==> config.mk <==
export PLATFORM = sky130hd
export DESIGN_NAME = apsup_ctrl
export DESIGN_NICKNAME = d
export VERILOG_FILES = /design/src/hw/rtl/apsup_pkg.sv /design/src/hw/rtl/apsup_ctrl.sv
export SDC_FILE = /design/constraint.sdc
export NUM_CORES = 1
export LEC_CHECK = 0
export BUFFER_PORTS_ARGS = -buffer_cell sky130_fd_sc_hd__buf_2
export CORE_AREA = 5 5 42 44
export DETAILED_ROUTE_END_ITERATION = 6
export DIE_AREA = 0 0 47 49
export GPL_ROUTABILITY_DRIVEN = 0
export SLEW_MARGIN = 20
export SYNTH_ARGS = -nofsm -noshare
export SYNTH_HDL_FRONTEND = slang
export SYNTH_SLANG_ARGS = --single-unit
==> constraint.sdc <==
create_clock -name i_clk -period 1.7 [get_ports i_clk]
set_clock_uncertainty 0.15 [all_clocks]
set_input_delay 0.255 -clock i_clk [delete_from_list [all_inputs] [get_ports i_clk]]
set_output_delay 0.255 -clock i_clk [all_outputs]
set_load 0.005 [all_outputs]
==> src/hw/rtl/apsup_pkg.sv <==
// Package with the shared types, codes and constants of the arm position PID supervisor.
`timescale 1ns / 1ps
`default_nettype none
package apsup_pkg;

    // Function selector codes of an input word.
    localparam logic [1:0] FUNC_START  = 2'd0;
    localparam logic [1:0] FUNC_STOP   = 2'd1;
    localparam logic [1:0] FUNC_SAMPLE = 2'd2;
    localparam logic [1:0] FUNC_NONE   = 2'd3;

    // Status codes reported in every result word.
    localparam logic [2:0] ST_IDLE      = 3'd0;
    localparam logic [2:0] ST_ACTIVE    = 3'd1;
    localparam logic [2:0] ST_REACHED   = 3'd2;
    localparam logic [2:0] ST_ENC_ERR   = 3'd3;
    localparam logic [2:0] ST_LIMIT_ERR = 3'd4;
    localparam logic [2:0] ST_FAULT     = 3'd5;
    localparam logic [2:0] ST_DRIVE_ERR = 3'd6;

    // Configuration register indexes.
    localparam int CFG_IDX_W = 4;
    localparam logic [CFG_IDX_W-1:0] CFG_GAIN_P          = 4'd0;
    localparam logic [CFG_IDX_W-1:0] CFG_GAIN_I          = 4'd1;
    localparam logic [CFG_IDX_W-1:0] CFG_GAIN_D          = 4'd2;
    localparam logic [CFG_IDX_W-1:0] CFG_ANGLE_MIN       = 4'd3;
    localparam logic [CFG_IDX_W-1:0] CFG_ANGLE_MAX       = 4'd4;
    localparam logic [CFG_IDX_W-1:0] CFG_REACH_TOLERANCE = 4'd5;
    localparam logic [CFG_IDX_W-1:0] CFG_RATE_LIMIT      = 4'd6;
    localparam logic [CFG_IDX_W-1:0] CFG_INTEGRAL_LIMIT  = 4'd7;

    // Configuration reset values.
    localparam logic [23:0]        RST_GAIN_P          = 24'd65536;
    localparam logic [23:0]        RST_GAIN_I          = 24'd0;
    localparam logic [23:0]        RST_GAIN_D          = 24'd0;
    localparam logic signed [31:0] RST_ANGLE_MIN       = -32'sd23040;
    localparam logic signed [31:0] RST_ANGLE_MAX       = 32'sd23040;
    localparam logic [15:0]        RST_REACH_TOLERANCE = 16'd256;
    localparam logic [22:0]        RST_RATE_LIMIT      = 23'd768000;
    localparam logic [22:0]        RST_INTEGRAL_LIMIT  = 23'd256000;

    // Integral step: round(|err| * gain_i * dt / (65536 * 1000)), saturated at 2^24.
    localparam logic [25:0] INT_DIVISOR  = 26'd65536000;
    localparam logic [25:0] INT_ROUND    = 26'd32768000;
    localparam logic [24:0] INT_SAT_STEP = 25'h1000000;
    localparam int          DIV_STEPS    = 24;

    // Division by 65536000 is (x >> 19) / 125, done as a multiply by 2^35 / 125
    // rounded up; exact for every numerator below 2^31.
    localparam logic [31:0] RECIP_125   = 32'h10624DD3;
    localparam int          RECIP_SHIFT = 35;

    // Input word.
    typedef struct packed {
        logic [1:0]         func;
        logic signed [31:0] target_angle;
        logic signed [31:0] position;
        logic signed [31:0] speed;
        logic [31:0]        now_ms;
        logic               encoder_ok;
        logic               fault_active;
        logic               drive_was_on;
        logic               drive_enable_ok;
    } t_in_word;

    // Result word.
    typedef struct packed {
        logic [2:0]         status;
        logic               running;
        logic signed [23:0] speed_ref;
        logic               speed_ref_valid;
        logic signed [31:0] error_angle;
        logic               drive_claim;
        logic               drive_release;
        logic               speed_loop_off;
    } t_out_word;

    // Controller states.
    typedef enum logic [3:0] {
        S_IDLE, S_DECIDE, S_MUL_P, S_MUL_D, S_MUL_I, S_MUL_LO, S_MUL_HI,
        S_SAT, S_DIV, S_FINISH, S_RESULT
    } t_state;

    // Operand selection of the shared multiplier.
    typedef enum logic [2:0] {
        MUL_NONE, MUL_P, MUL_D, MUL_I, MUL_LO, MUL_HI, MUL_Q
    } t_mul_op;

    // Commands from the controller to the datapath.
    typedef struct packed {
        logic    capture;
        logic    decide;
        logic    begin_sample;
        t_mul_op mul_op;
        logic    sat_check;
        logic    finish;
        logic    load_out;
    } t_dp_cmd;

    // Status from the datapath to the controller.
    typedef struct packed {
        logic sample_go;
        logic gi_zero;
        logic sat;
        logic out_free;
    } t_dp_status;

endpackage
`default_nettype wire

==> src/hw/rtl/apsup_ctrl.sv <==
// Controller state machine that sequences the supervisor datapath.
`timescale 1ns / 1ps
`default_nettype none
module apsup_ctrl (
    input  wire logic                  i_clk,
    input  wire logic                  i_rst_n,
    input  wire logic                  i_in_valid,
    output logic                       o_in_ready,
    input  wire apsup_pkg::t_dp_status i_status,
    output apsup_pkg::t_dp_cmd         o_cmd
);

    apsup_pkg::t_state r_state, n_state;

    // State register.
    always_ff @(posedge i_clk) begin
        if (!i_rst_n) begin
            r_state <= apsup_pkg::S_IDLE;
        end else begin
            r_state <= n_state;
        end
    end

    // Next state.
    always_comb begin
        n_state = r_state;
        case (r_state)
            apsup_pkg::S_IDLE: begin
                if (i_in_valid) n_state = apsup_pkg::S_DECIDE;
            end
            apsup_pkg::S_DECIDE: begin
                n_state = i_status.sample_go ? apsup_pkg::S_MUL_P : apsup_pkg::S_RESULT;
            end
            apsup_pkg::S_MUL_P:  n_state = apsup_pkg::S_MUL_D;
            apsup_pkg::S_MUL_D: begin
                n_state = i_status.gi_zero ? apsup_pkg::S_FINISH : apsup_pkg::S_MUL_I;
            end
            apsup_pkg::S_MUL_I:  n_state = apsup_pkg::S_MUL_LO;
            apsup_pkg::S_MUL_LO: n_state = apsup_pkg::S_MUL_HI;
            apsup_pkg::S_MUL_HI: n_state = apsup_pkg::S_SAT;
            apsup_pkg::S_SAT: begin
                n_state = i_status.sat ? apsup_pkg::S_FINISH : apsup_pkg::S_DIV;
            end
            apsup_pkg::S_DIV:    n_state = apsup_pkg::S_FINISH;
            apsup_pkg::S_FINISH: n_state = apsup_pkg::S_RESULT;
            apsup_pkg::S_RESULT: begin
                if (i_status.out_free) n_state = apsup_pkg::S_IDLE;
            end
            default: n_state = apsup_pkg::S_IDLE;
        endcase
    end

    // Commands for the datapath.
    always_comb begin
        o_in_ready         = 1'b0;
        o_cmd              = '0;
        o_cmd.mul_op       = apsup_pkg::MUL_NONE;
        case (r_state)
            apsup_pkg::S_IDLE: begin
                o_in_ready    = 1'b1;
                o_cmd.capture = i_in_valid;
            end
            apsup_pkg::S_DECIDE: begin
                o_cmd.decide       = !i_status.sample_go;
                o_cmd.begin_sample = i_status.sample_go;
            end
            apsup_pkg::S_MUL_P:  o_cmd.mul_op = apsup_pkg::MUL_P;
            apsup_pkg::S_MUL_D:  o_cmd.mul_op = apsup_pkg::MUL_D;
            apsup_pkg::S_MUL_I:  o_cmd.mul_op = apsup_pkg::MUL_I;
            apsup_pkg::S_MUL_LO: o_cmd.mul_op = apsup_pkg::MUL_LO;
            apsup_pkg::S_MUL_HI: o_cmd.mul_op = apsup_pkg::MUL_HI;
            apsup_pkg::S_SAT:    o_cmd.sat_check = 1'b1;
            apsup_pkg::S_DIV:    o_cmd.mul_op = apsup_pkg::MUL_Q;
            apsup_pkg::S_FINISH: o_cmd.finish = 1'b1;
            apsup_pkg::S_RESULT: o_cmd.load_out = i_status.out_free;
            default: ;
        endcase
    end

endmodule
`default_nettype wire

==> impl_results.md <==
- Initial Utilization: 0.261
- Post-Synth Simple-Gate Area: 0.428
- WS Path Type: register to output pin
- RSZ-0062 raised after global routing: true
- Reg2reg path depth: 3
- Drt total wl: 953 um
- Die area: 2300 sq um
- CTS HTree Levels: 1
- Final period utilization: 0.971
- Total leakage power: 0.247 nW
- Fmax: 606 MHz
- CTS tree: built
- Gate Count Post-Synth: 48
- Routed WL per cell: 11.5 um
- TritonCTS Sinks: 4
- Vias per inst: 4.92
- Worst reg-to-reg setup slack: 300 ps
- Period minus WS final: 1650 ps
- Hold Fails Final Rpt: 0
- Area of the mapped netlist: 365 sq um
- Synthesis Warnings: 0
- Synth Area in Adders: 0
- Fin Setup TNS: 0 ps
- All-Layer GR Usage: 0.0915
- Num CTS Buffers: 3
- Worst hold-check path type: primary input to register
- Status: finished, final reports clean
- Skew-Pair Late Insertion Delay: 230 ps
- Layout area overhead: 45.5%
- Pre-Repair DR Iteration Count: 3
- Distinct cells, synth: 30
- Largest family of logic cells by synthesized area: simple AND/OR/NAND/NOR gates
- Hold EP: r_state[0]
- First-pass GRT wire length: 1500 um
- Leading registers by flop count: r_state: 4 flops
- Vias in the first global route: 347
- Hpwl dp: 719 um
- Post-synthesis mux area share: 0.0582
- Post-DP Area: 475 sq um
- Die Wd: 47 um
- #FFs+latches synth: 4
- Largest register FFs: 4
- Post-CTS Hold Fix Bufs: 0
- Maximum vdd drop: 0.411 mV
- Antenna Nets Post-Route: 0
- Largest Register: r_state
- Share of cells above drive strength 1: 0.493
- Avg Cell Area, Syn: 7.61 sq um
- Post-synthesis compound-gate area fraction: 0.185
- Hold Path Depth: 3
- Max-slew headroom: 0.797
- Initial antenna violation count: 0
- Most common cell after layout, fill and taps aside: buf_2
- Clock root buffer: clkbuf_4
- IO buf count: 16
- WP data arrival: 1250 ps
- Fin area: 532 sq um
- Grt ovf: 0
- Post-Synth XOR/XNOR Area: 0.0240
- Antenna fix cells: 0
- WP data required: 1290 ps
- Slew Limit Fails: 0
- Clock transition at path regs: 40 ps
- Syn nets: 55
- Placement Setup Slack: 168 ps
- Via Count: 408
- CP Capture Type: output pin
- IO Pins: 17
- HP Start: i_in_valid
- Core Rows: 14
- Initial detailed-routing violation count: 2
- Pin count of the biggest net entering global routing: 15
- Commonest non-fill, non-tap cells in the layout: 16 x buf_2, 5 x nand2_1, 5 x buf_4, 4 x nor3b_1
- Nets: 76
- Worst setup path start: r_state[0]
- Pwr per Cell Area: 842 nW/um^2
- Crit start category: register
- Final worst hold slack: 121 ps
- MaxCap Viol Count: 0
- Crit Path Max Fanout: 9
- Die Y: 49 um
- Core ar.: 1400 sq um
- Slew @ Worst Pin: 302 ps
- R2r endpoint: r_state[3]
- FF-to-FF Start: r_state[3]
- Setup Viol. Count Final: 0
- Clk buf depth: 2
- Sequential share of the synthesized area: 0.219
- DRC: 0
- Crit path setup slack, layout: 48.9 ps
==> layer usage <==
| layer | vias up | wire [um] | GRT usage |
|---|---|---|---|
| li1 | 218 | - | - |
| met1 | 174 | 458 | 0.121 |
| met2 | 12 | 388 | 0.113 |
| met3 | 4 | 71 | 0.0148 |
| met4 | 0 | 34 | 0.0968 |
| met5 | - | 0 | 0 |
==> through the flow <==
stage / std cells / power [mW] / util
floorplan: 48 / 0.244 / -
global placement: 80 / 0.311 / 0.339
detailed placement: 80 / 0.312 / 0.339
CTS: 83 / 0.449 / 0.369
global route: 83 / 0.479 / 0.379
finish: 83 / 0.448 / 0.379
==> area by class of cell <==
cell class,count,area (sq um)
sequential,4,87.6
timing repair buffer,21,118
tap,16,20.0
fill,161,870
multi-input combinational,38,280
inverter,1,3.75
clock buffer,3,22.5
==> kinds of logic (layout without fill, tap and decap cells) <==
kind of cell,Yosys count,after routing
simple gates,25,25
mux,2,2
compound gates,10,10
buf+inv,6,25
flops,4,4
xor+xnor,1,1
==> how the worst max path moves through the flow <==
stage	cells after the start	to
6_report	5	o_cmd[5]
5_1_grt	3	o_cmd[8]
4_1_cts	5	o_cmd[5]
3_5_place_dp	3	o_cmd[8]
3_3_place_gp	3	o_cmd[8]
2_1_floorplan	3	o_cmd[8]
==> critical path, cell delays in order, from the launching register on <==
cell and delay (ps):
dfxtp_4 370, buf_4 160, and3b_1 180, a21oi_2 100, o22ai_1 80, buf_2 130
==> timing repair <==
item | in CTS | in global routing
endpoints found under the setup margin | 5 | 3
buffers inserted | 0 | 0
resized for setup | 6 | 4
cloned | 0 | 0
endpoints found under the hold margin | 0 | 0
==> power breakdown <==
part,switching [mW],leakage [nW],internal (mW)
clock,0.0361,0.0138,0.0788
combinational,0.0800,0.199,0.103
sequential,0.0385,0.0347,0.112
total,0.155,0.247,0.293
==> cell usage after synthesis <==
library cell,instances,area [sq um]
dfxtp_1,4,80.1
xnor2_1,1,8.76
nor2b_1,1,6.26
and4_1,1,8.76
buf_2,1,5.00
o211ai_1,1,7.51
o32ai_1,1,8.76
clkbuf_1,3,11.3
buf_6,1,11.3
o21ai_0,1,5.00
or4b_1,1,10.0
nor3b_1,4,30.0
nand2_1,5,18.8
inv_1,1,3.75
o22ai_1,1,6.26
mux2i_1,1,10.0
nor3_1,1,5.00
o31a_1,1,8.76
and2_1,1,6.26
mux2_1,1,11.3
nand2b_1,2,12.5
nand4bb_1,1,11.3
a221oi_1,1,8.76
nor4_1,2,12.5
nor4b_1,1,8.76
a21o_1,1,7.51
and3_1,1,6.26
and3b_1,1,8.76
a21oi_1,3,15.0
nor2_1,3,11.3
Power figures use the tool's default switching activity.
